$ cat src/hw/rtl/apu_pkg.sv
// ----------------------------------------------------------------------------
// apu_pkg: shared types and constants of the alpha premultiply block
// Holds the sample format, the register file layout and the item record
// that walks down the row of division cells.
// ----------------------------------------------------------------------------
package apu_pkg;

	localparam int SAMPLE_BITS       = 8;
	localparam int SAMPLES_PER_PIXEL = 4;
	localparam int NUM_SLOTS         = 4;
	localparam int SLOT_BITS         = 2;
	localparam int NUM_CELLS         = SAMPLE_BITS;
	localparam int CFG_DATA_BITS     = 4;

	localparam logic [SAMPLE_BITS-1:0] MAXV = {SAMPLE_BITS{1'b1}};

	// Values of the mode register.
	localparam logic MODE_PREMUL   = 1'b0;
	localparam logic MODE_UNPREMUL = 1'b1;

	typedef enum logic [1:0] {
		CFG_MODE       = 2'd0,
		CFG_HAS_ALPHA  = 2'd1,
		CFG_ALPHA_SLOT = 2'd2,
		CFG_COLOR_MASK = 2'd3
	} cfg_reg_e;

	typedef logic [SAMPLE_BITS-1:0] sample_t;

	typedef struct packed {
		logic                 mode;
		logic                 has_alpha;
		logic [SLOT_BITS-1:0] alpha_slot;
		logic [NUM_SLOTS-1:0] color_mask;
	} cfg_t;

	// One slot in flight: partial remainder, dividend bits still to shift
	// in (quotient bits fill from the bottom), the original sample and flags.
	typedef struct packed {
		sample_t rem;
		sample_t work;
		sample_t orig;
		logic    sel;
		logic    sat;
	} lane_t;

	typedef struct packed {
		lane_t [NUM_SLOTS-1:0] lane;
		sample_t               divisor;
		logic                  zero;
		logic                  row_end;
	} item_t;

endpackage

$ cat src/hw/rtl/apu_front.sv
// ----------------------------------------------------------------------------
// apu_front: alpha selection and numerator multiply
// Picks alpha, forms the dividend and divisor for every slot and flags
// slots whose quotient would overflow full scale.
// ----------------------------------------------------------------------------
module apu_front
	import apu_pkg::*;
(
	input  logic                           clk,
	input  logic                           arst_n,
	input  cfg_t                           cfg,
	input  logic                           in_valid,
	output logic                           in_ready,
	input  sample_t [NUM_SLOTS-1:0]        in_sample,
	input  logic                           in_row_end,
	output logic                           out_valid,
	input  logic                           out_ready,
	output item_t                          out_item
);

	logic    valid_s1;
	item_t   item_s1;
	item_t   item_d;
	sample_t alpha;
	sample_t mult;
	logic    zero;

	assign alpha = cfg.has_alpha ? in_sample[cfg.alpha_slot] : MAXV;
	assign zero  = (cfg.mode == MODE_UNPREMUL) && (alpha == '0);
	// Premultiply divides s*alpha by full scale; unpremultiply divides
	// s*full scale by alpha.
	assign mult  = (cfg.mode == MODE_UNPREMUL) ? MAXV : alpha;

	always_comb begin
		logic [2*SAMPLE_BITS-1:0] prod;
		item_d.divisor = (cfg.mode == MODE_UNPREMUL) ? alpha : MAXV;
		item_d.zero    = zero;
		item_d.row_end = in_row_end;
		for (int k = 0; k < NUM_SLOTS; k++) begin
			prod = {{SAMPLE_BITS{1'b0}}, in_sample[k]} * {{SAMPLE_BITS{1'b0}}, mult};
			item_d.lane[k].rem  = prod[2*SAMPLE_BITS-1:SAMPLE_BITS];
			item_d.lane[k].work = prod[SAMPLE_BITS-1:0];
			item_d.lane[k].orig = in_sample[k];
			item_d.lane[k].sel  = (k < SAMPLES_PER_PIXEL) && cfg.color_mask[k];
			// The quotient reaches 2^SAMPLE_BITS exactly when the high half
			// of the dividend is not below the divisor.
			item_d.lane[k].sat  = item_d.lane[k].sel && !zero &&
				(prod[2*SAMPLE_BITS-1:SAMPLE_BITS] >= item_d.divisor);
		end
	end

	assign in_ready = !valid_s1 || out_ready;

	always_ff @(posedge clk or negedge arst_n) begin
		if (!arst_n) begin
			valid_s1 <= 1'b0;
		end else if (in_ready) begin
			valid_s1 <= in_valid;
		end
	end

	always_ff @(posedge clk) begin
		if (in_ready && in_valid) begin
			item_s1 <= item_d;
		end
	end

	assign out_valid = valid_s1;
	assign out_item  = item_s1;

endmodule

$ cat src/hw/rtl/apu_cell.sv
// ----------------------------------------------------------------------------
// apu_cell: one restoring division step for every slot
// Shifts one dividend bit into the partial remainder, subtracts the divisor
// when it fits and shifts the resulting quotient bit in at the bottom.
// ----------------------------------------------------------------------------
module apu_cell
	import apu_pkg::*;
(
	input  logic  clk,
	input  logic  arst_n,
	input  logic  in_valid,
	output logic  in_ready,
	input  item_t in_item,
	output logic  out_valid,
	input  logic  out_ready,
	output item_t out_item
);

	logic  valid_q;
	item_t item_q;
	item_t item_d;

	always_comb begin
		logic [SAMPLE_BITS:0] r2;
		logic [SAMPLE_BITS:0] diff;
		logic                 ge;
		item_d = in_item;
		for (int k = 0; k < NUM_SLOTS; k++) begin
			r2   = {in_item.lane[k].rem, in_item.lane[k].work[SAMPLE_BITS-1]};
			diff = r2 - {1'b0, in_item.divisor};
			ge   = (r2 >= {1'b0, in_item.divisor});
			item_d.lane[k].rem  = ge ? diff[SAMPLE_BITS-1:0] : r2[SAMPLE_BITS-1:0];
			item_d.lane[k].work = {in_item.lane[k].work[SAMPLE_BITS-2:0], ge};
		end
	end

	assign in_ready = !valid_q || out_ready;

	always_ff @(posedge clk or negedge arst_n) begin
		if (!arst_n) begin
			valid_q <= 1'b0;
		end else if (in_ready) begin
			valid_q <= in_valid;
		end
	end

	always_ff @(posedge clk) begin
		if (in_ready && in_valid) begin
			item_q <= item_d;
		end
	end

	assign out_valid = valid_q;
	assign out_item  = item_q;

endmodule

$ cat src/hw/rtl/alpha_premultiply_unpremultiply.sv
// ----------------------------------------------------------------------------
// alpha_premultiply_unpremultiply: streaming alpha premultiply / unpremultiply
// The pipeline is one multiply stage, one division cell per quotient bit
// and the output register. Throughput is one pixel per cycle while
// m_axis_tready stays high; every stage holds its own item and an
// empty stage takes a new one even while the stage behind it is stalled.
// Reset clears all valid bits and loads the register defaults; no clearing
// pass is needed.
// ----------------------------------------------------------------------------
module alpha_premultiply_unpremultiply
	import apu_pkg::*;
(
	input  logic                           clk,
	input  logic                           arst_n,
	// Input pixels.
	input  logic                           s_axis_tvalid,
	output logic                           s_axis_tready,
	// sample0 [7:0], sample1 [15:8], sample2 [23:16], sample3 [31:24]
	input  logic [NUM_SLOTS*SAMPLE_BITS-1:0] s_axis_tdata,
	input  logic                           s_axis_tlast,   // row_end
	// Result pixels.
	output logic                           m_axis_tvalid,
	input  logic                           m_axis_tready,
	// out_sample0 [7:0], out_sample1 [15:8], out_sample2 [23:16], out_sample3 [31:24]
	output logic [NUM_SLOTS*SAMPLE_BITS-1:0] m_axis_tdata,
	// saturated [0], zero_alpha [1]
	output logic [1:0]                     m_axis_tuser,
	output logic                           m_axis_tlast,   // row_end_out
	// Register writes.
	input  logic                           cfg_valid,
	output logic                           cfg_ready,
	input  logic [1:0]                     cfg_index,
	input  logic [CFG_DATA_BITS-1:0]       cfg_data
);

	// ------------------------------------------------------------------
	// Register file. Writes are expected only while no pixel is in flight,
	// so the settings are used directly by the front stage.
	// ------------------------------------------------------------------
	cfg_t cfg_q;

	assign cfg_ready = 1'b1;

	always_ff @(posedge clk or negedge arst_n) begin
		if (!arst_n) begin
			cfg_q.mode       <= MODE_PREMUL;
			cfg_q.has_alpha  <= 1'b1;
			cfg_q.alpha_slot <= 2'd3;
			cfg_q.color_mask <= 4'd7;
		end else if (cfg_valid && cfg_ready) begin
			unique case (cfg_reg_e'(cfg_index))
				CFG_MODE:       cfg_q.mode       <= cfg_data[0];
				CFG_HAS_ALPHA:  cfg_q.has_alpha  <= cfg_data[0];
				CFG_ALPHA_SLOT: cfg_q.alpha_slot <= cfg_data[SLOT_BITS-1:0];
				CFG_COLOR_MASK: cfg_q.color_mask <= cfg_data[NUM_SLOTS-1:0];
				default: ;
			endcase
		end
	end

	// ------------------------------------------------------------------
	// Front stage: alpha selection, multiply and overflow detection.
	// Both operations become one division: premultiply divides
	// sample*alpha by full scale, unpremultiply divides sample*full scale
	// by alpha.
	// ------------------------------------------------------------------
	sample_t [NUM_SLOTS-1:0] in_sample;

	always_comb begin
		for (int k = 0; k < NUM_SLOTS; k++) begin
			in_sample[k] = s_axis_tdata[k*SAMPLE_BITS +: SAMPLE_BITS];
		end
	end

	logic  [NUM_CELLS:0] valid_c;
	logic  [NUM_CELLS:0] ready_c;
	item_t [NUM_CELLS:0] item_c;

	apu_front u_front (
		.clk        (clk),
		.arst_n     (arst_n),
		.cfg        (cfg_q),
		.in_valid   (s_axis_tvalid),
		.in_ready   (s_axis_tready),
		.in_sample  (in_sample),
		.in_row_end (s_axis_tlast),
		.out_valid  (valid_c[0]),
		.out_ready  (ready_c[0]),
		.out_item   (item_c[0])
	);

	// ------------------------------------------------------------------
	// Row of division cells. Slots that would overflow were flagged up
	// front, so the quotient fits in SAMPLE_BITS and each cell produces
	// one quotient bit, most significant first.
	// ------------------------------------------------------------------
	for (genvar c = 0; c < NUM_CELLS; c++) begin : g_cell
		apu_cell u_cell (
			.clk       (clk),
			.arst_n    (arst_n),
			.in_valid  (valid_c[c]),
			.in_ready  (ready_c[c]),
			.in_item   (item_c[c]),
			.out_valid (valid_c[c+1]),
			.out_ready (ready_c[c+1]),
			.out_item  (item_c[c+1])
		);
	end

	// ------------------------------------------------------------------
	// Output register: selects the quotient, the clamp value, zero or
	// the untouched sample for each slot and merges the flags.
	// ------------------------------------------------------------------
	item_t                           last;
	logic                            out_valid_q;
	logic [NUM_SLOTS*SAMPLE_BITS-1:0] out_data_q;
	logic [1:0]                      out_user_q;
	logic                            out_last_q;
	logic [NUM_SLOTS*SAMPLE_BITS-1:0] fmt_data;
	logic                            fmt_sat;

	assign last = item_c[NUM_CELLS];

	always_comb begin
		fmt_sat = 1'b0;
		for (int k = 0; k < NUM_SLOTS; k++) begin
			if (!last.lane[k].sel) begin
				fmt_data[k*SAMPLE_BITS +: SAMPLE_BITS] = last.lane[k].orig;
			end else if (last.zero) begin
				fmt_data[k*SAMPLE_BITS +: SAMPLE_BITS] = '0;
			end else if (last.lane[k].sat) begin
				fmt_data[k*SAMPLE_BITS +: SAMPLE_BITS] = MAXV;
			end else begin
				fmt_data[k*SAMPLE_BITS +: SAMPLE_BITS] = last.lane[k].work;
			end
			fmt_sat = fmt_sat | last.lane[k].sat;
		end
	end

	assign ready_c[NUM_CELLS] = !out_valid_q || m_axis_tready;

	always_ff @(posedge clk or negedge arst_n) begin
		if (!arst_n) begin
			out_valid_q <= 1'b0;
		end else if (ready_c[NUM_CELLS]) begin
			out_valid_q <= valid_c[NUM_CELLS];
		end
	end

	always_ff @(posedge clk) begin
		if (ready_c[NUM_CELLS] && valid_c[NUM_CELLS]) begin
			out_data_q <= fmt_data;
			out_user_q <= {last.zero, fmt_sat};
			out_last_q <= last.row_end;
		end
	end

	assign m_axis_tvalid = out_valid_q;
	assign m_axis_tdata  = out_data_q;
	assign m_axis_tuser  = out_user_q;
	assign m_axis_tlast  = out_last_q;

	// ------------------------------------------------------------------
	// Assertions.
	// ------------------------------------------------------------------

	// A zero alpha result never also reports a clamped color.
	a_flags_exclusive: assert property (@(posedge clk) disable iff (!arst_n)
		m_axis_tvalid |-> !(m_axis_tuser[0] && m_axis_tuser[1]))
		else $error("zero_alpha and saturated reported together");

	// The zero flag travels only with a zero divisor.
	a_zero_divisor: assert property (@(posedge clk) disable iff (!arst_n)
		(valid_c[NUM_CELLS] && last.zero) |-> (last.divisor == '0))
		else $error("zero flag with nonzero divisor");

	// An empty output register never holds back the cell row.
	a_out_drains: assert property (@(posedge clk) disable iff (!arst_n)
		!out_valid_q |-> ready_c[NUM_CELLS])
		else $error("cell row stalled behind empty output register");

endmodule
$ cat config.mk
export PLATFORM = sky130hd
export DESIGN_NAME = alpha_premultiply_unpremultiply
export DESIGN_NICKNAME = d
export VERILOG_FILES = /design/src/hw/rtl/apu_pkg.sv /design/src/hw/rtl/apu_front.sv /design/src/hw/rtl/apu_cell.sv /design/src/hw/rtl/alpha_premultiply_unpremultiply.sv
export SDC_FILE = /design/constraint.sdc
export NUM_CORES = 2
export LEC_CHECK = 0
export ABC_AREA = 1
export BUFFER_PORTS_ARGS = -buffer_cell sky130_fd_sc_hd__buf_4
export CAP_MARGIN = 20
export CORE_UTILIZATION = 61
export CTS_CLUSTER_SIZE = 14
export DETAILED_ROUTE_END_ITERATION = 10
export PLACE_DENSITY = 0.81
export SLEW_MARGIN = 20
export SYNTH_ARGS = -nofsm -noshare
export SYNTH_HDL_FRONTEND = slang
export SYNTH_SLANG_ARGS = --single-unit
$ cat constraint.sdc
create_clock -name clk -period 10.9 [get_ports clk]
set_input_delay 0.545 -clock clk [delete_from_list [all_inputs] [get_ports clk]]
set_output_delay 0.545 -clock clk [all_outputs]
set_load 0.02 [all_outputs]
==> results.json <==
{
  "fin_crit_sh": 0.630,
  "grtUsageTotal": 0.276,
  "maxSlewViolCount": 0,
  "postPlaceCellArea_um2": 59000,
  "layout.cells.non_filler": 6725,
  "synth_area_leader_cell": "edfxtp_1",
  "p_sw_frac": 0.430,
  "dieArea_um2": 95200,
  "post-route-drc-count": 0,
  "intPower_uw": 12300,
  "status": "completed",
  "routed_wl_um": 131000,
  "area_growth_syn_to_layout_pct": 8.48,
  "fmax_mhz": 146,
  "cts-htree-levels": 3,
  "drtIter0Drc": 3466,
  "io_pins": 82,
  "rsz0062_at_grt": "no",
  "post_cts.repair.setup_buffers": 0,
  "worstMarginPinSlew_ns": 1.05,
  "fp.dieW_um": 309,
  "maxCapViolCount": 0,
  "met1_usage": 0.337,
  "cts_hold_buf": 2,
  "grt_start_max_net_pins": 79,
  "grt_use_met3": 0.0400,
  "num_vias": 37300,
  "io_buffer_count": 80,
  "period_minus_slack_ns": 6.87,
  "power.leakage_uw": 0.0287,
  "worstPathRequired_ns": 11.29,
  "filler_cell_count": 6606,
  "overflow": 0,
  "power.switching_uw": 9250,
  "synth_area_um2": 57300,
  "synth_edf_count": 1021,
  "synth.most_common_cell": "nand2_1",
  "cts.clk_slew.worst_paths_ns": 0.07,
  "crit_path_end_kind": "flip-flop",
  "synth_seq_cells": 1039,
  "post_drt_via_cell_ratio": 5.55,
  "clock_skew_ns": 0.0647,
  "hp-class": "primary input to flip-flop",
  "clock_path_buffers": 3,
  "seq_power_share": 0.343,
  "core_um2": 93200,
  "top_usage_layer": "met2",
  "met2_usage": 0.478,
  "power-per-cell-area_nw_per_um2": 346,
  "cts_buffers": 98,
  "clock_latency_ns": 0.69,
  "layout-drive-gt1-share": 0.0850,
  "final_util": 0.667,
  "regArea_um2": 31100,
  "nets": 6045,
  "setup_viol": 0,
  "dp_slack_ns": 4.15,
  "combPwrFrac": 0.502,
  "synth_top_area_share": 0.535,
  "place_hpwl_um": 91800,
  "start_util": 0.615,
  "stdcell_area_um2": 62200,
  "syn_area_per_cell_um2": 10.8,
  "wl_per_cell_um": 19.5,
  "cts_resized": 0,
  "syn_inst": 5287,
  "yosys-top-cells-area": "edfxtp_1 (53%), ha_1 (9.4%), nand2_1 (7.9%)",
  "grt_pass1_wl_um": 201000,
  "seq_area_frac_synth": 0.543,
  "p_clk_frac": 0.155,
  "dp_cells": 6548,
  "cts_sinks": 1039,
  "diodes": 0,
  "crit_path_start_kind": "flip-flop",
  "yosys-top-cells-count": "nand2_1 (1210), edfxtp_1 (1021), inv_1 (924), ha_1 (432), nand3_1 (297)",
  "synthArstFlopShare": 0.0173,
  "setup_slack_ns": 4.03,
  "slew_headroom": 0.297,
  "ys_types": 53,
  "cts_root_buffer": "clkbuf_16",
  "path_max_fanout": 32,
  "multi_input_area_um2": 22100,
  "ys.flop_type": "edfxtp_1",
  "drt-pass1-iter-count": 9,
  "reg2reg_slack_ns": 4.03,
  "antenna_found_initial": 2,
  "worst_ir_drop_vdd_v": 0.000352,
  "drtAntennaViolNets": 0,
  "gp_congestion": 0.911,
  "fp-row-count": 112,
  "hold_violations": 0,
  "arrival_ns": 7.26,
  "path_class": "flip-flop to flip-flop",
  "yosysWarnings": 0,
  "tns_ns": 0,
  "cts_tree": "built",
  "grt_pass1_vias": 37000,
  "syn-num-nets": 5935,
  "die_y_um": 309
}
sequential cells by signal (all words and copies together), names as in the netlist:
signal / flops
m_axis_tvalid: 1
u_front.out_valid: 1
m_axis_tdata: 32
g_cell.u_cell.out_valid: 8
m_axis_tuser: 2
u_front.out_item: 114
g_cell.u_cell.out_item: 872
m_axis_tlast: 1
cfg_q: 8
stage by stage:
step	hold slack (ns)	power, µW
floorplan	0.249	15200
global placement	0.400	17700
detailed placement	0.405	18100
CTS	0.0338	21500
global route	0.0554	23100
finish	0.0722	21500
worst paths after layout:
check,cells past startpoint,endpoint,start
min,3,u_front.out_valid,s_axis_tvalid
max reg2reg,24,u_front.out_item[88],cfg_q[4]
min reg2reg,0,g_cell[0].u_cell.out_item[103],u_front.out_item[102]
min in group asynchronous,2,g_cell[0].u_cell.out_valid,arst_n
max,24,u_front.out_item[88],cfg_q[4]
max in group asynchronous,2,cfg_q[1],arst_n
layout by cell type, fill, tap and decap left out, drive strengths merged, types with 95 or more instances in the layout:
cell / netlist / final
clkbuf: 35 / 128
fa: 172 / 172
edfxtp: 1021 / 1021
ha: 432 / 432
nor2: 272 / 272
a21oi: 172 / 172
buf: 52 / 95
nand3: 321 / 321
xor2: 97 / 97
o21ai: 187 / 187
inv: 936 / 938
nand2: 1241 / 1241
critical path, cell delays in order (launching register included):
cell and delay [ns]:
dfstp_2 0.75, inv_4 0.16, nand2_1 0.09, nand3_1 0.06, nand2_1 0.12, nand3_2 0.62
nand2_1 0.29, fa_1 0.50, fa_1 0.58, inv_1 0.06, fa_1 0.55, inv_1 0.06
fa_1 0.53, inv_1 0.04, ha_1 0.36, nand2_1 0.12, o21ai_0 0.24, nand2_1 0.08
nand3_1 0.10, xor2_1 0.30, ha_1 0.29, nand4_1 0.13, nor3_1 0.07, nor3_1 0.35
nor2_1 0.09
per-layer routing:
metal,vias to the layer above,share of wire
li1,17800,-
met1,17700,0.39
met2,1441,0.50
met3,392,0.064
met4,2,0.054
met5,-,0.000084
power by group through the flow:
stage / registers (µW) / logic [µW] / clock network, µW
2_1_floorplan: 7160 / 8080 / 0
3_3_place_gp: 7340 / 10400 / 0
3_5_place_dp: 7410 / 10700 / 0
4_1_cts: 7380 / 10800 / 3360
5_1_grt: 7470 / 12200 / 3500
6_report: 7380 / 10800 / 3330
area by class of cell:
type / count / share of cell area
clock buffer: 128 / 0.0417
sequential: 1039 / 0.500
clock inverter: 46 / 0.00803
timing repair buffer: 97 / 0.0121
tap: 1254 / 0.0252
multi-input combinational: 3224 / 0.356
inverter: 937 / 0.0568
kinds of logic after synthesis:
family | count (synthesis) | share of synthesized area
fa+ha+maj | 604 | 0.154
flops | 1039 | 0.543
simple gates | 1980 | 0.152
compound gates | 468 | 0.0523
buf+inv | 1024 | 0.0721
mux | 2 | 0.000393
xor+xnor | 169 | 0.0258
other cells | 1 | 0.0000654
Note: power is estimated with default switching activity, not from simulation.
